--- src/hw/rtl/tksq_pkg.sv ---
// Shared types and constants for the two-key sorted priority queue.
package tksq_pkg;

    localparam int CAPACITY     = 16;
    localparam int ID_BITS      = 16;
    localparam int KEY_BITS     = 8;
    localparam int CNT_BITS     = $clog2(CAPACITY + 1);
    localparam int S_FIELD_BITS = ID_BITS + 2 * KEY_BITS;
    localparam int S_DATA_BITS  = ((S_FIELD_BITS + 7) / 8) * 8;
    localparam int M_FIELD_BITS = 2 * ID_BITS + CNT_BITS + 3;
    localparam int M_DATA_BITS  = ((M_FIELD_BITS + 7) / 8) * 8;

    // Result field offsets in m_tdata
    localparam int M_FRONT_LSB   = 0;
    localparam int M_EMPTY_BIT   = ID_BITS;
    localparam int M_COUNT_LSB   = ID_BITS + 1;
    localparam int M_REMOVED_LSB = ID_BITS + 1 + CNT_BITS;
    localparam int M_RVALID_BIT  = 2 * ID_BITS + 1 + CNT_BITS;
    localparam int M_DROP_BIT    = 2 * ID_BITS + 2 + CNT_BITS;

    typedef enum logic {
        CMD_PUSH = 1'b0,
        CMD_POP  = 1'b1
    } cmd_t;

    typedef struct packed {
        logic [ID_BITS-1:0]  id;
        logic [KEY_BITS-1:0] major;
        logic [KEY_BITS-1:0] minor;
    } entry_t;

    typedef struct packed {
        logic push;
        logic pop;
    } cell_ctl_t;

endpackage

--- src/hw/rtl/tksq_cell.sv ---
// One slot of the sorted chain: holds an entry and shifts or inserts on command.
module tksq_cell (
    input  logic                aclk,
    input  tksq_pkg::cell_ctl_t ctl,
    input  tksq_pkg::entry_t    new_entry,
    input  tksq_pkg::entry_t    left_entry,
    input  tksq_pkg::entry_t    right_entry,
    input  logic                left_keep,
    input  logic                occupied,
    output tksq_pkg::entry_t    entry,
    output tksq_pkg::entry_t    entry_next,
    output logic                keep
);

    tksq_pkg::entry_t entry_reg;

    assign entry = entry_reg;

    always_comb begin
        keep = occupied &&
               ({entry_reg.major, entry_reg.minor} >= {new_entry.major, new_entry.minor});
    end

    always_comb begin
        entry_next = entry_reg;
        if (ctl.push) begin
            if (!keep) begin
                entry_next = left_keep ? new_entry : left_entry;
            end
        end else if (ctl.pop) begin
            entry_next = right_entry;
        end
    end

    always_ff @(posedge aclk) begin
        entry_reg <= entry_next;
    end

endmodule

--- src/hw/rtl/two_key_sorted_priority_queue.sv ---
// Top level: two-key sorted priority queue built as a shifting chain of cells.
// The result of an item is registered and presented in the cycle after its input transfer.
// Throughput: one push or pop per cycle while s_tready is high; every cell compares and shifts in parallel.
// A result waiting on m_tready blocks input only when it is not taken that cycle.
// Reset (aresetn low, synchronous) empties the queue and drops any pending result.
// Slot contents are not cleared; the entry count alone marks which slots hold data.
module two_key_sorted_priority_queue (
    input  logic                             aclk,
    input  logic                             aresetn,
    input  logic                             s_tvalid,
    output logic                             s_tready,
    // lsb up: item_id, major_urgency, minor_urgency
    input  logic [tksq_pkg::S_DATA_BITS-1:0] s_tdata,
    // cmd
    input  logic [0:0]                       s_tuser,
    output logic                             m_tvalid,
    input  logic                             m_tready,
    // lsb up: front_id, is_empty, entry_count, removed_id, removed_valid, push_dropped
    output logic [tksq_pkg::M_DATA_BITS-1:0] m_tdata
);

    localparam int CAP = tksq_pkg::CAPACITY;
    localparam int IDB = tksq_pkg::ID_BITS;
    localparam int KB  = tksq_pkg::KEY_BITS;
    localparam int CB  = tksq_pkg::CNT_BITS;

    logic [CB-1:0]                    count_reg, count_next;
    logic                             m_valid_reg, m_valid_next;
    logic [tksq_pkg::M_DATA_BITS-1:0] m_data_reg, m_data_next;

    tksq_pkg::entry_t    new_entry;
    tksq_pkg::entry_t    cell_q [CAP];
    tksq_pkg::entry_t    cell_nx [CAP];
    logic [CAP-1:0]      keep;
    tksq_pkg::cell_ctl_t ctl;
    tksq_pkg::cmd_t      cmd;
    logic                accept, full, empty_now;
    logic [IDB-1:0]      front_id, removed_id;
    logic                removed_valid, push_dropped, is_empty;

    assign s_tready = !m_valid_reg || m_tready;
    assign accept   = s_tvalid && s_tready;
    assign cmd      = tksq_pkg::cmd_t'(s_tuser[0]);
    assign full     = (count_reg == CB'(CAP));
    assign empty_now = (count_reg == '0);

    always_comb begin
        new_entry.id    = s_tdata[IDB-1:0];
        new_entry.major = s_tdata[IDB +: KB];
        new_entry.minor = s_tdata[IDB+KB +: KB];
    end

    always_comb begin
        ctl.push = accept && (cmd == tksq_pkg::CMD_PUSH) && !full;
        ctl.pop  = accept && (cmd == tksq_pkg::CMD_POP) && !empty_now;
    end

    for (genvar i = 0; i < CAP; i++) begin : g_cell
        localparam logic [CB-1:0] IDX = CB'(i);
        tksq_pkg::entry_t left_e, right_e;
        logic             left_k;

        if (i == 0) begin : g_head
            assign left_e = new_entry;
            assign left_k = 1'b1;
        end else begin : g_mid
            assign left_e = cell_q[i-1];
            assign left_k = keep[i-1];
        end

        if (i == CAP - 1) begin : g_tail
            assign right_e = new_entry;
        end else begin : g_body
            assign right_e = cell_q[i+1];
        end

        tksq_cell u_cell (
            .aclk        (aclk),
            .ctl         (ctl),
            .new_entry   (new_entry),
            .left_entry  (left_e),
            .right_entry (right_e),
            .left_keep   (left_k),
            .occupied    (IDX < count_reg),
            .entry       (cell_q[i]),
            .entry_next  (cell_nx[i]),
            .keep        (keep[i])
        );
    end

    always_comb begin
        count_next = count_reg;
        if (ctl.push) begin
            count_next = count_reg + CB'(1);
        end else if (ctl.pop) begin
            count_next = count_reg - CB'(1);
        end
    end

    always_comb begin
        is_empty      = (count_next == '0);
        front_id      = is_empty ? '0 : cell_nx[0].id;
        removed_valid = ctl.pop;
        removed_id    = ctl.pop ? cell_q[0].id : '0;
        push_dropped  = accept && (cmd == tksq_pkg::CMD_PUSH) && full;
        m_data_next   = tksq_pkg::M_DATA_BITS'({push_dropped, removed_valid, removed_id,
                                                count_next, is_empty, front_id});
    end

    always_comb begin
        m_valid_next = m_valid_reg;
        if (accept) begin
            m_valid_next = 1'b1;
        end else if (m_tready) begin
            m_valid_next = 1'b0;
        end
    end

    always_ff @(posedge aclk) begin
        if (!aresetn) begin
            count_reg   <= '0;
            m_valid_reg <= 1'b0;
        end else begin
            count_reg   <= count_next;
            m_valid_reg <= m_valid_next;
        end
    end

    always_ff @(posedge aclk) begin
        if (accept) begin
            m_data_reg <= m_data_next;
        end
    end

    assign m_tvalid = m_valid_reg;
    assign m_tdata  = m_data_reg;

endmodule

--- config.mk ---
export PLATFORM = sky130hd
export DESIGN_NAME = two_key_sorted_priority_queue
export DESIGN_NICKNAME = d
export VERILOG_FILES = /design/src/hw/rtl/tksq_pkg.sv /design/src/hw/rtl/tksq_cell.sv /design/src/hw/rtl/two_key_sorted_priority_queue.sv
export SDC_FILE = /design/constraint.sdc
export NUM_CORES = 2
export LEC_CHECK = 0
export BUFFER_PORTS_ARGS = -buffer_cell sky130_fd_sc_hd__buf_2
export CAP_MARGIN = 10
export CORE_MARGIN = 8
export CORE_UTILIZATION = 39
export CTS_BUF_LIST = sky130_fd_sc_hd__clkbuf_8
export DETAILED_ROUTE_END_ITERATION = 8
export PLACE_DENSITY = 0.58
export SLEW_MARGIN = 20
export SYNTH_ARGS = -nofsm -noshare
export SYNTH_HDL_FRONTEND = slang
export SYNTH_SLANG_ARGS = --single-unit
--- constraint.sdc ---
create_clock -name aclk -period 6.4 [get_ports aclk]
set_input_delay 0.32 -clock aclk [delete_from_list [all_inputs] [get_ports aclk]]
set_output_delay 0.32 -clock aclk [all_outputs]
set_load 0.01 [all_outputs]
* Word-level counts from Yosys, hierarchy flattened
Cells that the tools add are included.
** Operators by class
- Bitwise operators :: 1
- Mux-type cells :: 67
- Order comparisons :: 32
- Eq/ne operators :: 17
- $add $sub $neg :: 2
- Reduce and logical (&&, ||, !) cells :: 46
** Operators with widths (number)
- $mux 32 :: 63
- $ge 16x16->1 :: 16
- $lt 4x5->1 const A :: 8
- $ne 2x2->1 const B :: 16
- $reduce_and 2->1 :: 16
- $logic_and 1x1->1 :: 22
- $lt 3x5->1 const A :: 4
- $logic_not 5->1 :: 2
- $lt 1x5->1 const A :: 2
- $lt 2x5->1 const A :: 2
- $mux 5 :: 2
- $add 5x1->5 const B :: 1
- $eq 5x5->1 const B :: 1
- $sub 5x1->5 const B :: 1
- $reduce_bool 2->1 :: 2
- $logic_not 1->1 :: 3
- $mux 1 :: 2
- $logic_or 1x1->1 :: 1
- $not 1->1 :: 1
** Storage, ports and cells
- Word-level logic and storage cells :: 218
- Register bits :: 558
- Output and inout port bits :: 42

* Longest topological paths before layout
- Word-level depth :: 8
- Gate-level depth with buffers :: 12
- Depth with buffers taken out :: 9

* Modules after synthesis
From an unflattened synthesis, not the netlist that was laid out.
** Unflattened totals
- Cells, all modules :: 4696
- Area, all modules :: 42442.0 um^2
** Modules (own cells, without submodules)
- tksq_cell at g_cell[0].u_cell ... :: cells an instance 273, times used 11, area an instance 2398.6 um^2
- tksq_cell at g_cell[5].u_cell ... :: cells an instance 304, times used 5, area an instance 2767.7 um^2
- two_key_sorted_priority_queue :: cells an instance 173, times used 1, area an instance 2219.6 um^2

* Worst setup path after synthesis
Ideal clock, no wire load.
- Kind :: in2reg
- From :: input port s_tdata[25] in the netlist's numbering
- To :: register g_cell[9].u_cell.entry_reg (netlist bit g_cell[9].u_cell.entry[0]) (enable)
- Arrival :: 4.897 ns
- Library setup time :: 0.466 ns
- Cell stages on the path :: 10
- Setup slack :: 1.037 ns
- Path buffers :: 3
- Data required time :: 5.934 ns
- Path through :: clkbuf_1 inv_1 ha_1 a2111oi_0 nor4_1 o21a_1 o32a_1 clkbuf_1 clkbuf_1 o21ai_0
** Between the ends
- Word-level cells in the longest chain between the ends :: 4
** Ends and longest elaborated chain
- start, declared :: RTL line two_key_sorted_priority_queue.sv:13 : input logic [tksq_pkg::S_DATA_BITS-1:0] s_tdata,
- $ge 16x16->1 :: RTL line tksq_cell.sv:21 : ({entry_reg.major, entry_reg.minor} >= {new_entry.major, new_entry.minor});
- $logic_and 1x1->1 :: RTL line tksq_cell.sv:20 : keep = occupied &&
- $ne 2x2->1 (no source line)
- $reduce_and 2->1 (no source line)
- end signal, assigned :: RTL line tksq_cell.sv:36 : entry_reg <= entry_next;
- end, declared :: RTL line tksq_cell.sv:15 : tksq_pkg::entry_t entry_reg;
Every way passes these cells.
A chain may end at the register's enable or synchronous reset.

* Worst setup path in the final report
- From :: register count_reg[3]
- To :: register g_cell[13].u_cell.entry_reg (netlist bit g_cell[13].u_cell.entry[0]) (enable)
** Between the ends
- Word-level cells in the longest chain between the ends :: 5
** Ends and longest elaborated chain
- start, declared :: RTL line two_key_sorted_priority_queue.sv:27 : logic [CB-1:0] count_reg, count_next;
- start signal, assigned :: RTL line two_key_sorted_priority_queue.sv:124 : count_reg <= count_next;
- branches (longest 4 deep; another with $lt 4x5->1)
- $reduce_and 2->1 (no source line) (*)
- end signal, assigned :: RTL line tksq_cell.sv:36
- end, declared :: RTL line tksq_cell.sv:15
Mark *: on every way between the ends.

==> flow_summary_export.csv <==
group,metric,value,unit
critical_path,setup.worst_path.end,"g_cell[13].u_cell.entry[0]",
timing,period_minus_slack,4280,ps
clock_network,h-tree-depth,3,
layout,drive_gt1_share,11.5,%
route,viasPerCell,6.10,
pwr,power,11.8,mW
pwr,static-leakage-power,14.2,nW
layout,final_cell_mix,"536 x edfxtp_1, 309 x nor2_1, 283 x nand2_1",
critical_path,crit_path_start,"count_reg[3]",
die,ios,79,
die,die-area,96900,um^2
critical_path,r2r_end,"g_cell[13].u_cell.entry[0]",
critical_path,cp.arrival,4660,ps
critical_path,worstSetupStartpointType,"register",
yosys,postSynth.asyncResetShare,0,%
grt,grt_max_degree,176,
route,drt-wirelength-per-cell,23.4,um
die,rows,108,
critical_path,end_kind,"register",
place,hpwl,73.7,mm
clock_network,cts.sinks,558,
timing,relSlewSlack,27.1,%
yosys,synthCells,3350,
pwr,vdd_drop_max,0.000181,V
grt,globalRoute.totalOverflow,0,
place,port_buffers,78,
critical_path,crit_fanout,72,
timing,setup_viol,0,
timing,tightest_slew,1090,ps
grt,antenna_found_initial,4,
timing,slew_violations,0,
grt,grt_pass1_wl,164,mm
clock_network,post_cts_resized,0,
critical_path,r2r_setup_slack,2120,ps
timing,hold_violations,0,
grt,grt_usage,21.0,%
die,start_util,39.3,%
critical_path,critPathKind,"register to register",
route,drt_wl_total,106,mm
yosys,synth.top_cell.area_share,47.3,%
layout,nets,3594,
clock_network,cts_root_buf,"clkbuf_8",
yosys,synth_top_area_cell,"edfxtp_1",
yosys,synth_nets,3647,
timing,fmax,233,MHz
yosys,ys.flop_type,"edfxtp_1",
outcome,status,"complete, no violations",
timing,grt_setup_unrepaired,"no",
critical_path,cp_slowest_cell,"dfxtp_1",
yosys,synth-seq-cells,558,
layout,syn_to_final_growth,9.69,%
die,die_x,311,um
yosys,synth_edf_count,536,
timing,clock_skew,45.8,ps
clock_network,cts_max_path_buffers,3,
yosys,postSynthAreaPerCell,10.2,um^2
route,post-route-drc-count,0,
clock_network,path_clk_slew,60,ps
route,dr.pass1.iters,6,
timing,tns,0,ps
yosys,yosys-top-cells-area,"edfxtp_1 47%, ha_1 9.6%, nor2_1 3.5%",
grt,grt_pass1_vias,26600,
critical_path,crit_required,6780,ps
critical_path,reg2reg_from,"count_reg[3]",
critical_path,timing.critical_path.mode_cell,"buf_4",
critical_path,path_cells,"nand4bb_1, nand4b_1, buf_12, buf_4, o21ai_4, buf_4",
timing,finalCritPeriodShare,66.9,%
job,cap_viol_max_count,0,
yosys,yosysSeqAreaShare,48.6,%
layout,nFillCells,8211,
pwr,p_per_area,317,nW/um^2
critical_path,cp_slowest_stage_delay,860,ps
place,gp_congestion,0.858,
route,ant_nets,0,
yosys,ys_warn_count,0,
clock_network,cts_buffers,99,
route,dr.first_iter.drc_count,3096,
route,vias,27700,
yosys,synthDistinctLibCells,74,
layout,largest_reg_flops,512,
die,die_h,311,um
layout,mostFrequentLayoutCell,"edfxtp_1",
die,core_area,86600,um^2
clock_network,cts_tree,"done",
clock_network,clk_latency,740,ps
critical_path,reg2regPathDepth,6,
worst_hold_path,hp-class,"input pin to register",
yosys,syn-cell-area,34000,um^2
-- metal layers --
layer | up-vias | GRT usage, % | wire (um) | part of all wire (%)
met5 | - | 0 | 19 | 0.018
met4 | 2 | 5.94 | 2380 | 2.2
met3 | 155 | 3.28 | 7950 | 7.5
met2 | 1104 | 32.1 | 47000 | 44
met1 | 13500 | 30.5 | 48900 | 46
li1 | 12900 | - | - | -
-- cells in the mapped netlist, types with 9 or more instances --
cell	instances
o22ai_1	120
a221oi_1	34
o21a_1	9
a222oi_1	46
a211oi_1	70
o21ai_1	11
clkbuf_1	272
o211ai_1	9
mux2i_1	19
nor2_1	313
nand2b_1	48
nand3_1	220
nor2b_1	21
edfxtp_1	536
nand4_1	25
mux2_1	29
inv_1	121
nand2_1	284
a22o_1	17
o221a_2	73
a31oi_1	19
a21o_1	39
o21ai_0	122
dfxtp_1	22
o221ai_1	34
buf_1	28
a21oi_1	222
nor3_1	85
a2111oi_0	10
a221o_1	84
and2_1	23
a311oi_1	32
ha_1	260
-- critical path, delay by kind of cell (launching register included) --
kind | cells | cell delay (ps)
buf+inv | 3 | 1310
simple gates | 2 | 940
flops | 1 | 860
compound gates | 1 | 680
-- report_power, final --
group | internal (mW) | total (mW) | switching, mW
Sequential | 5.00 | 5.54 | 0.536
Clock | 1.52 | 3.11 | 1.59
Combinational | 1.17 | 3.19 | 2.01
-- layout make-up --
cell class / instances / area (um^2) / share of cell area (%)
flip-flops and latches: 558 / 16500 / 44.3
multi-input cells: 2364 / 16100 / 43.1
clock buffers: 106 / 1460 / 3.91
well taps: 1155 / 1450 / 3.87
repair buffers: 153 / 1020 / 2.74
inverters: 121 / 454 / 1.22
clock inverters: 70 / 303 / 0.812
diodes: 6 / 15.0 / 0.0402
-- worst min path at each step --
| stage | startpoint | end | cells after the start |
|---|---|---|---|
| floorplan | aresetn | count_reg[0] | 1 |
| global placement | g_cell[15].u_cell.entry[31] | g_cell[14].u_cell.entry[31] | 2 |
| detailed placement | g_cell[15].u_cell.entry[28] | g_cell[14].u_cell.entry[28] | 2 |
| CTS | m_tready | m_tvalid | 3 |
| global route | m_tready | m_tvalid | 3 |
| finish | m_tready | m_tvalid | 3 |
-- kinds of logic after synthesis --
kind of cell	synth area share (%)
flip-flops	48.6
AO/OA/AOI/OAI	21.3
adder cells (fa/ha/maj)	9.57
XOR/XNOR	0.125
AND/OR/NAND/NOR	14.1
buffers and inverters	4.79
multiplexers	1.59
-- timing repair --
item,in CTS,in global routing
hold buffers,2,0
hold endpoints to repair,6,0
buffers inserted,0,0
-- through the flow --
step	std cells	hold slack (ps)	utilization, %	setup slack [ps]	instance area, um^2
detailed placement	4349	510	41.0	1810	35500
global placement	4349	512	41.0	1840	35500
floorplan	3350	442	-	1040	34000
finish	4533	114	43.1	2120	37300
CTS	4527	54.3	43.0	2210	37300
global route	4531	105	43.1	2000	37300
Power figures use the tool's default switching activity.
